### src/rtl/nnpr_pkg.sv
package nnpr_pkg;

  localparam int unsigned SAMPLE_W = 8;
  localparam int unsigned PHASE_W = 32;
  localparam int unsigned APB_ADDR_W = 3;
  localparam int unsigned APB_DATA_W = 32;

  localparam logic [PHASE_W-1:0] STEP_RESET = 32'h8000_0000;
  localparam logic [PHASE_W-1:0] MIN_INTERP_STEP = 32'h0400_0000;
  localparam int unsigned MAX_RUN = 64;
  localparam int unsigned RUN_CNT_W = $clog2(MAX_RUN);
  localparam int unsigned QUEUE_DEPTH = 2;

  localparam logic REG_PHASE_STEP = 1'b0;
  localparam logic REG_INTERP_MODE = 1'b1;

  localparam logic MODE_DECIMATE = 1'b0;
  localparam logic MODE_INTERPOLATE = 1'b1;

  typedef struct packed {
    logic signed [SAMPLE_W-1:0] in_i;
    logic signed [SAMPLE_W-1:0] in_q;
  } in_t;

  typedef struct packed {
    logic signed [SAMPLE_W-1:0] out_i;
    logic signed [SAMPLE_W-1:0] out_q;
    logic run_last;
  } out_t;

  typedef struct packed {
    logic mode;
    logic [PHASE_W-1:0] step;
    logic signed [SAMPLE_W-1:0] s_i;
    logic signed [SAMPLE_W-1:0] s_q;
  } job_t;

  typedef enum logic {
    ENG_IDLE,
    ENG_RUN
  } eng_state_t;

endpackage

### src/rtl/nnpr_front.sv
module nnpr_front #(
  parameter int unsigned QueueDepth = nnpr_pkg::QUEUE_DEPTH
) (
  input  logic clk,
  input  logic rst,
  input  logic in_valid,
  output logic in_ready,
  input  nnpr_pkg::in_t in_data,
  input  logic [nnpr_pkg::PHASE_W-1:0] phase_step,
  input  logic interp_mode,
  output logic job_valid,
  output nnpr_pkg::job_t job,
  input  logic job_pop
);
  import nnpr_pkg::*;

  localparam int unsigned PtrW = $clog2(QueueDepth);
  localparam int unsigned CntW = $clog2(QueueDepth + 1);

  job_t queue [QueueDepth];
  logic [PtrW-1:0] wr_ptr;
  logic [PtrW-1:0] rd_ptr;
  logic [CntW-1:0] count;
  logic push;
  logic pop;
  job_t new_job;

  always_comb begin
    new_job.mode = interp_mode;
    new_job.step = phase_step;
    if (interp_mode == MODE_INTERPOLATE && phase_step < MIN_INTERP_STEP) begin
      new_job.step = MIN_INTERP_STEP;
    end
    new_job.s_i = in_data.in_i;
    new_job.s_q = in_data.in_q;
  end

  assign in_ready = (count != CntW'(QueueDepth));
  assign job_valid = (count != '0);
  assign job = queue[rd_ptr];
  assign push = in_valid && in_ready;
  assign pop = job_pop && job_valid;

  always_ff @(posedge clk) begin
    if (push) begin
      queue[wr_ptr] <= new_job;
    end
  end

  always_ff @(posedge clk) begin
    if (rst) begin
      wr_ptr <= '0;
      rd_ptr <= '0;
      count <= '0;
    end else begin
      if (push) begin
        wr_ptr <= (wr_ptr == PtrW'(QueueDepth - 1)) ? '0 : wr_ptr + 1'b1;
      end
      if (pop) begin
        rd_ptr <= (rd_ptr == PtrW'(QueueDepth - 1)) ? '0 : rd_ptr + 1'b1;
      end
      case ({push, pop})
        2'b10: count <= count + 1'b1;
        2'b01: count <= count - 1'b1;
        default: count <= count;
      endcase
    end
  end

endmodule

### src/rtl/nnpr_back.sv
module nnpr_back (
  input  logic clk,
  input  logic rst,
  input  logic job_valid,
  input  nnpr_pkg::job_t job,
  output logic job_pop,
  output logic out_valid,
  input  logic out_ready,
  output nnpr_pkg::out_t out_data
);
  import nnpr_pkg::*;

  eng_state_t state;
  eng_state_t state_next;
  logic [PHASE_W-1:0] phase_acc;
  logic [PHASE_W-1:0] phase_acc_next;
  logic [PHASE_W-1:0] prev_phase;
  logic [PHASE_W-1:0] prev_phase_next;
  logic seen_first;
  logic seen_first_next;
  job_t cur;
  job_t cur_next;
  logic pend;
  logic pend_next;
  logic [RUN_CNT_W-1:0] run_cnt;
  logic [RUN_CNT_W-1:0] run_cnt_next;

  logic slot_free;
  logic [PHASE_W-1:0] step_sel;
  logic [PHASE_W-1:0] phase_sum;
  logic wrap;
  logic emit;
  out_t emit_data;

  assign slot_free = !out_valid || out_ready;
  assign step_sel = (state == ENG_RUN) ? cur.step : job.step;
  assign phase_sum = phase_acc + step_sel;
  assign wrap = (phase_sum <= phase_acc);

  always_comb begin
    state_next = state;
    phase_acc_next = phase_acc;
    prev_phase_next = prev_phase;
    seen_first_next = seen_first;
    cur_next = cur;
    pend_next = pend;
    run_cnt_next = run_cnt;
    job_pop = 1'b0;
    emit = 1'b0;
    emit_data.out_i = cur.s_i;
    emit_data.out_q = cur.s_q;
    emit_data.run_last = 1'b0;
    case (state)
      ENG_IDLE: begin
        if (job_valid && slot_free) begin
          job_pop = 1'b1;
          seen_first_next = 1'b1;
          if (job.mode == MODE_DECIMATE) begin
            emit = (phase_acc <= prev_phase);
            emit_data.out_i = job.s_i;
            emit_data.out_q = job.s_q;
            emit_data.run_last = 1'b1;
            prev_phase_next = phase_acc;
            phase_acc_next = phase_sum;
          end else begin
            cur_next = job;
            pend_next = seen_first;
            run_cnt_next = '0;
            state_next = ENG_RUN;
          end
        end
      end
      ENG_RUN: begin
        if (slot_free) begin
          if (pend && run_cnt == RUN_CNT_W'(MAX_RUN - 1)) begin
            emit = 1'b1;
            emit_data.run_last = 1'b1;
            state_next = ENG_IDLE;
          end else begin
            prev_phase_next = phase_acc;
            phase_acc_next = phase_sum;
            if (pend) begin
              emit = 1'b1;
              emit_data.run_last = wrap;
              if (wrap) begin
                state_next = ENG_IDLE;
              end else begin
                run_cnt_next = run_cnt + 1'b1;
              end
            end else if (wrap) begin
              state_next = ENG_IDLE;
            end else begin
              pend_next = 1'b1;
            end
          end
        end
      end
      default: state_next = ENG_IDLE;
    endcase
  end

  always_ff @(posedge clk) begin
    if (rst) begin
      state <= ENG_IDLE;
      phase_acc <= '0;
      prev_phase <= '0;
      seen_first <= 1'b0;
      pend <= 1'b0;
      run_cnt <= '0;
      out_valid <= 1'b0;
    end else begin
      state <= state_next;
      phase_acc <= phase_acc_next;
      prev_phase <= prev_phase_next;
      seen_first <= seen_first_next;
      pend <= pend_next;
      run_cnt <= run_cnt_next;
      if (emit) begin
        out_valid <= 1'b1;
      end else if (out_ready) begin
        out_valid <= 1'b0;
      end
    end
  end

  always_ff @(posedge clk) begin
    cur <= cur_next;
    if (emit) begin
      out_data <= emit_data;
    end
  end

endmodule

### src/rtl/nearest_neighbor_phase_resampler_top.sv
// Nearest-neighbor resampler for complex 8-bit I/Q samples, steered by a 32-bit
// phase accumulator whose wrap marks sample boundaries.
// Input samples arrive on in_valid/in_ready with in_data, and output samples
// leave on out_valid/out_ready with out_data; run_last flags the final output
// produced by one input request.
// The APB port sets the phase step at address 0 and the mode at address 4.
// Write both registers only while no request is in flight; the block won't check.
// An accepted request enters a two-entry queue, and the engine behind it updates
// the accumulator and loads the output register; in interpolation the engine
// first loads the request into its run state before any output.
// Decimation processes one input per cycle while the output is not stalled,
// limited by the single accumulator add and compare each cycle.
// Interpolation loads the input, then steps the accumulator and emits output
// copies until it wraps or reaches MAX_RUN copies, taking no new input meanwhile.
// A stalled receiver holds the output register and freezes the engine, and once
// the queue fills, in_ready falls.
// Reset clears the accumulator, the queue and the output valid flag, and returns
// the step to one half and the mode to decimation.
module nearest_neighbor_phase_resampler_top #(
  parameter int unsigned QueueDepth = nnpr_pkg::QUEUE_DEPTH
) (
  input  logic clk,
  input  logic rst,
  input  logic in_valid,
  output logic in_ready,
  input  nnpr_pkg::in_t in_data,
  output logic out_valid,
  input  logic out_ready,
  output nnpr_pkg::out_t out_data,
  input  logic psel,
  input  logic penable,
  input  logic pwrite,
  input  logic [nnpr_pkg::APB_ADDR_W-1:0] paddr,
  input  logic [nnpr_pkg::APB_DATA_W-1:0] pwdata,
  output logic [nnpr_pkg::APB_DATA_W-1:0] prdata,
  output logic pready
);
  import nnpr_pkg::*;

  logic [PHASE_W-1:0] phase_step;
  logic interp_mode;
  logic reg_sel;
  logic cfg_write;
  logic job_valid;
  job_t job;
  logic job_pop;

  assign pready = 1'b1;
  assign reg_sel = paddr[2];
  assign cfg_write = psel && penable && pwrite && pready;
  assign prdata = (reg_sel == REG_INTERP_MODE) ? {{(APB_DATA_W-1){1'b0}}, interp_mode}
                                               : phase_step;

  always_ff @(posedge clk) begin
    if (rst) begin
      phase_step <= STEP_RESET;
      interp_mode <= MODE_DECIMATE;
    end else if (cfg_write) begin
      if (reg_sel == REG_PHASE_STEP) begin
        phase_step <= pwdata;
      end else begin
        interp_mode <= pwdata[0];
      end
    end
  end

  nnpr_front #(
    .QueueDepth(QueueDepth)
  ) u_front (
    .clk(clk),
    .rst(rst),
    .in_valid(in_valid),
    .in_ready(in_ready),
    .in_data(in_data),
    .phase_step(phase_step),
    .interp_mode(interp_mode),
    .job_valid(job_valid),
    .job(job),
    .job_pop(job_pop)
  );

  nnpr_back u_back (
    .clk(clk),
    .rst(rst),
    .job_valid(job_valid),
    .job(job),
    .job_pop(job_pop),
    .out_valid(out_valid),
    .out_ready(out_ready),
    .out_data(out_data)
  );

endmodule

### config.mk
export PLATFORM = sky130hd
export DESIGN_NAME = nearest_neighbor_phase_resampler_top
export DESIGN_NICKNAME = d
export VERILOG_FILES = /design/src/rtl/nnpr_pkg.sv /design/src/rtl/nnpr_front.sv /design/src/rtl/nnpr_back.sv /design/src/rtl/nearest_neighbor_phase_resampler_top.sv
export SDC_FILE = /design/constraint.sdc
export NUM_CORES = 1
export LEC_CHECK = 0
export ABC_AREA = 0
export BUFFER_PORTS_ARGS = -buffer_cell sky130_fd_sc_hd__clkbuf_2
export CAP_MARGIN = 5
export CORE_ASPECT_RATIO = 1.25
export CORE_UTILIZATION = 45
export DETAILED_ROUTE_END_ITERATION = 10
export GPL_TIMING_DRIVEN = 1
export SYNTH_ARGS = -nofsm -noshare
export SYNTH_HDL_FRONTEND = slang
export SYNTH_SLANG_ARGS = --single-unit
### constraint.sdc
create_clock -name clk -period 11.8 [get_ports clk]
set_input_delay 2.95 -clock clk [delete_from_list [all_inputs] [get_ports clk]]
set_output_delay 2.95 -clock clk [all_outputs]
set_load 0.01 [all_outputs]
==> results of run 1 <==
-- sequential cells by signal, summed over array words and instances, names as in the netlist, 2 cells and up, named ones only --
name and cells:
u_front.queue 98, u_back.cur 48, phase_step 32, u_back.phase_acc 32, u_back.prev_phase 32, u_back.out_data 17
u_back.run_cnt 6, u_front.count 2
-- final timing paths --
kind	from	depth (start not counted)	slack, ns	endpoint
setup / recovery	paddr[2]	3	4.81	prdata[0]
hold / removal	u_back.prev_phase[10]$_SDFFE_PP0P_	2	0.45	u_back.prev_phase[10]$_SDFFE_PP0P_
setup reg to reg	flip-flop	18	5.13	u_back.run_cnt[2]$_SDFFE_PP0P_
hold reg to reg	u_back.prev_phase[10]$_SDFFE_PP0P_	2	0.45	u_back.prev_phase[10]$_SDFFE_PP0P_
-- power groups by stage --
stage,logic [uW],registers [uW],clock network [uW]
6_report,2390,1420,920
5_1_grt,2690,1450,979
2_1_floorplan,1820,1410,0
3_5_place_dp,2380,1440,0
4_1_cts,2400,1420,944
3_3_place_gp,2350,1430,0
-- cells by family after synthesis --
logic type,after synthesis
AOI/OAI and AO/OA,278
xor gates and xnor gates,30
adders and majority gates,97
buffers and inverters,144
DFF,275
muxes,105
other,1
and+or+nand+nor,433
-- worst max-delay path: stages --
cell and delay (ns):
clkbuf_2 0.55, mux2_2 0.41, clkbuf_2 0.12
-- per-layer routing --
metal  wire length (um)  GRT usage [%]
met1              13700           24.2
met2              14600           32.8
met3               1400           2.25
met4                569           4.99
met5                  0              0
-- final cells by class --
type	count	area [um^2]	share of cell area, %
Inverter	77	289	1.80
Clock inverter	20	208	1.29
Tap cell	407	509	3.17
Multi-Input combinational cell	944	6570	40.8
Sequential cell	275	7140	44.4
Timing Repair Buffer	116	608	3.78
Clock buffer	32	757	4.71
-- layout by cell type, fill, tap and decap left out, drive strengths merged, types with 33 or more instances in the layout --
cell | synthesis | final
mux2 | 96 | 96
a21oi | 134 | 134
inv | 77 | 82
edfxtp | 163 | 163
dfxtp | 112 | 112
nor2b | 39 | 39
ha | 96 | 96
nand2 | 206 | 206
clkbuf | 56 | 137
nor2 | 51 | 51
and2 | 33 | 33
-- stage by stage --
step | power (uW) | cells | setup slack, ns
final | 4730 | 1871 | 4.81
after global routing | 5120 | 1871 | 4.75
after CTS | 4770 | 1871 | 4.80
after detailed placement | 3830 | 1819 | 4.80
after global placement | 3790 | 1819 | 4.83
after floorplan | 3230 | 1363 | 5.52
==> flow_summary.yaml, run 1 <==
floorplan:
  die_x_um: 161
  core.rowCount: 72
  die_h_um: 201
  dieArea_mm2: 0.0324
  io-pin-count: 110
  core-area_mm2: 0.0311
  initial_core_util_pct: 45.9
clock_tree:
  cts_resized: 0
  cts_tree: "yes"
  cts_root_buf: "clkbuf_16"
  htreeDepth: 1
  clock_path_buffers: 3
  cts_hold_buf: 0
  cts_sinks: 275
  cts_setup_buffers: 0
  path_clk_slew_ns: 0.06
  insertion_delay_ns: 0.55
  numCtsBuffers: 28
detailed_routing:
  drtIter0Drc: 433
  antenna_left: 0
  wire_per_inst_um: 16.2
  drt_wl_total_um: 30300
  vias: 10000
  dr.pass1.iters: 5
  drcViolationCount: 0
  via_per_inst: 5.37
layout:
  fin_nets: 1597
  n_fill_cell: 2793
  layout-drive-gt1-share_pct: 19.6
  antenna_cells: 0
  area_growth_pct: 12.8
  final_util_pct: 51.7
  final_area_mm2: 0.0161
logic_synthesis:
  syn_avg_cell_area_um2: 10.5
  synth_fp_nets: 1518
  synth_edf_count: 163
  synthesis.area_mm2: 0.0143
  ys_top_cells_by_area: "edfxtp_1 34%, dfxtp_1 16%, ha_1 8.4%"
  synthSimpleGateAreaFrac_pct: 14.5
  synth_top_area_cell: "edfxtp_1"
  synth.distinct_cells: 79
  synth_compound_area_share_pct: 12.7
  synth_fa_ha_area_share_pct: 8.57
  synth_top_family_by_area: "simple AND/OR/NAND/NOR gates"
  synth_top_area_share_pct: 34.3
  synth_mux_area_share_pct: 8.21
  synth.most_common_cell: "nand2_1"
  async_reset_ff_share_pct: 0
  synth-xor-area-share_pct: 1.84
  synth-seq-cells: 275
  yosysSeqAreaShare_pct: 50.1
  synth_common_cells: "206 x nand2_1, 163 x edfxtp_1, 133 x a21oi_1"
  synth_flop_cell: "edfxtp_1"
  netlist_instances: 1363
  yosys_warnings: 0
grt:
  grt-ovfl-total: 0
  grt_max_degree: 77
  grt_pass1_wl_um: 49400
  grt_pass1_vias: 9709
  grt.total_usage_pct: 18.7
  antenna_found_initial: 0
placed_design:
  gp_congestion: 0.876
  dpl.hpwl_um: 21100
  portBuffers: 106
  post_dp_cell_area_mm2: 0.0151
run:
  cap_violations: 0
timing:
  rsz0062_at_grt: "no"
  finalClockSkew_ns: 0.0134
  slew_viol_final: 0
  fmax_mhz: 143
  maxSlewHeadroom_pct: 28.1
  hold_violations: 0
  setup-tns-final_ns: 0
  tightest_slew_ns: 1.08
  fin_hold_ws_ns: 0.449
  period_share_pct: 59.2
  fin_crit_ns: 6.99
  setup_viol: 0
pwr:
  pwr-share-clk_pct: 19.5
  power_density_mw_per_mm2: 294
  intPower_uw: 2780
  share_seq_of_total_power_pct: 30.0
  ir_drop_mv: 0.130
  p_leak_uw: 0.00609
  pwr-share-comb_pct: 50.5
  p_sw_share_pct: 41.2
  power_switching_uw: 1950
hold_path:
  hp-class: "flip-flop to flip-flop"
status:
  outcome: "completed"
critical_path:
  crit_arrival_ns: 4.04
  worstPathMaxFanout: 35
  startpoint_type: "input pin"
  cp.required_ns: 8.85
  critical_path_class: "input pin to primary output"
  cp-end-kind: "primary output"
Note: power is estimated with default switching activity, not from simulation.
==> inputs of run 2 (changes only) <==
PLACE_DENSITY = 0.65   (was default)
clock period = 6.4 ns   (was 11.8 ns; I/O delays follow)
==> flow_summary.yaml, run 2 (synthesized netlist as in run 1, its figures left out) <==
layout:
  largest_reg_flops: 98
  instances_no_fill: 1880
  final_cell_mix: "206 x nand2_1, 163 x edfxtp_1, 132 x a21oi_1, 111 x dfxtp_1, 105 x clkbuf_2"
  area_growth_pct: 13.5
  mostFrequentLayoutCell: "nand2_1"
  antenna_cells: 0
  fin_nets: 1606
  final_util_pct: 52.1
  n_fill_cell: 2794
  layout-drive-gt1-share_pct: 19.8
  largest-register: "u_front.queue"
  top_regs: "u_front.queue: 98 flops, u_back.cur: 48 flops"
timing:
  fin_crit_ns: 5.86
  slew_viol_final: 0
  tightest_slew_ns: 0.769
  rsz0062_at_grt: "no"
  fmax_mhz: 171
  setup-tns-final_ns: 0
  finalClockSkew_ns: 0.00809
  period_share_pct: 91.6
  setup_viol: 0
  maxSlewHeadroom_pct: 48.7
  hold_violations: 0
grt:
  grt_max_degree: 71
  grt.total_usage_pct: 18.6
  grt_pass1_wl_um: 49100
  grt-ovfl-total: 0
  antenna_found_initial: 0
  grt_pass1_vias: 9838
floorplan:
  io-pin-count: 110
  core.rowCount: 72
  initial_core_util_pct: 45.9
  die_h_um: 201
  die_x_um: 161
  core-area_mm2: 0.0311
  dieArea_mm2: 0.0324
placed_design:
  portBuffers: 106
  dpl.hpwl_um: 21400
  gp_congestion: 0.853
  place_inst: 1828
clock_tree:
  numCtsBuffers: 28
  cts_hold_buf: 0
  cts_tree: "yes"
  htreeDepth: 1
  cts_resized: 0
  cts_setup_buffers: 0
  path_clk_slew_ns: 0.06
  cts_root_buf: "clkbuf_16"
  clock_path_buffers: 3
  cts_sinks: 275
  insertion_delay_ns: 0.54
detailed_routing:
  drtIter0Drc: 518
  dr.pass1.iters: 5
  via_per_inst: 5.35
  drt_wl_total_um: 30300
  drcViolationCount: 0
  antenna_left: 0
  wire_per_inst_um: 16.1
  vias: 10100
run:
  cap_violations: 0
critical_path:
  cp.required_ns: 6.87
  critical_path_class: "flip-flop to flip-flop"
  cp-end-kind: "flip-flop"
  startpoint_type: "flip-flop"
  worstPathMaxFanout: 24
  crit_arrival_ns: 6.34
pwr:
  intPower_uw: 5250
  power_density_mw_per_mm2: 546
  pwr-share-comb_pct: 50.2
  share_seq_of_total_power_pct: 29.7
  ir_drop_mv: 0.269
  power_switching_uw: 3580
  pwr-share-clk_pct: 20.0
  p_leak_uw: 0.00615
  p_sw_share_pct: 40.5
status:
  outcome: "completed"
hold_path:
  hp-class: "flip-flop to flip-flop"
-- run 2: final cells by class --
type	instances	area, um^2	share of cell area (%)
timing repair buffer	125	676	4.17
multi-input combinational	944	6570	40.6
inverter	77	289	1.79
clock inverter	20	272	1.68
sequential	275	7140	44.1
clock buffer	32	737	4.55
tap	407	509	3.15
-- run 2: path summary, 6_finish.rpt --
| kind | from | endpoint | slack [ns] | depth (start not counted) |
|---|---|---|---|---|
| worst max-delay path | flip-flop | u_back.run_cnt[2]$_SDFFE_PP0P_ | 0.54 | 18 |
| worst min-delay path | u_back.prev_phase[12]$_SDFFE_PP0P_ | u_back.prev_phase[12]$_SDFFE_PP0P_ | 0.45 | 2 |
| worst max register to register | flip-flop | u_back.run_cnt[2]$_SDFFE_PP0P_ | 0.54 | 18 |
| worst min register to register | u_back.prev_phase[12]$_SDFFE_PP0P_ | u_back.prev_phase[12]$_SDFFE_PP0P_ | 0.45 | 2 |
-- run 2: worst max-delay path: stages (launching register included) --
cell and delay (ns):
dfxtp_2 0.43, buf_4 0.35, mux2_2 0.41, mux2_2 0.28, ha_1 0.21, a211o_1 0.29, or4_4 0.43, nor4_4 0.33
o21a_1 0.32, nor3_1 0.10, nor2_1 0.23, o311ai_0 0.21, ha_1 0.35, nand4_1 0.13, nor4_1 0.57, a21boi_0 0.30
o211ai_1 0.32, a21boi_0 0.32, mux2i_1 0.21
-- run 2: power groups by stage --
stage,Clock (uW),Sequential [uW],Combinational (uW)
2_1_floorplan,0,2590,3360
3_3_place_gp,0,2650,4350
3_5_place_dp,0,2660,4410
4_1_cts,1810,2620,4450
5_1_grt,1880,2670,5000
6_report,1770,2630,4440
-- run 2: per-stage QoR --
step	setup slack [ns]	hold slack [ns]	area [um^2]	total power, uW
final	0.535	0.450	16200	8840
after floorplan	1.04	0.432	14300	5960
after global placement	0.659	0.438	15200	6990
after detailed placement	0.603	0.443	15200	7070
after CTS	0.577	0.453	16200	8890
after global routing	0.210	0.479	16200	9550
-- run 2: layer usage --
layer  up-vias  share of wire [%]  global-route usage [%]
met5         -                  0                       0
met4         0                2.8                    6.00
met3        50                4.1                    2.21
met2       223                 48                    32.3
met1      4711                 45                    24.0
li1       5077                  -                       -
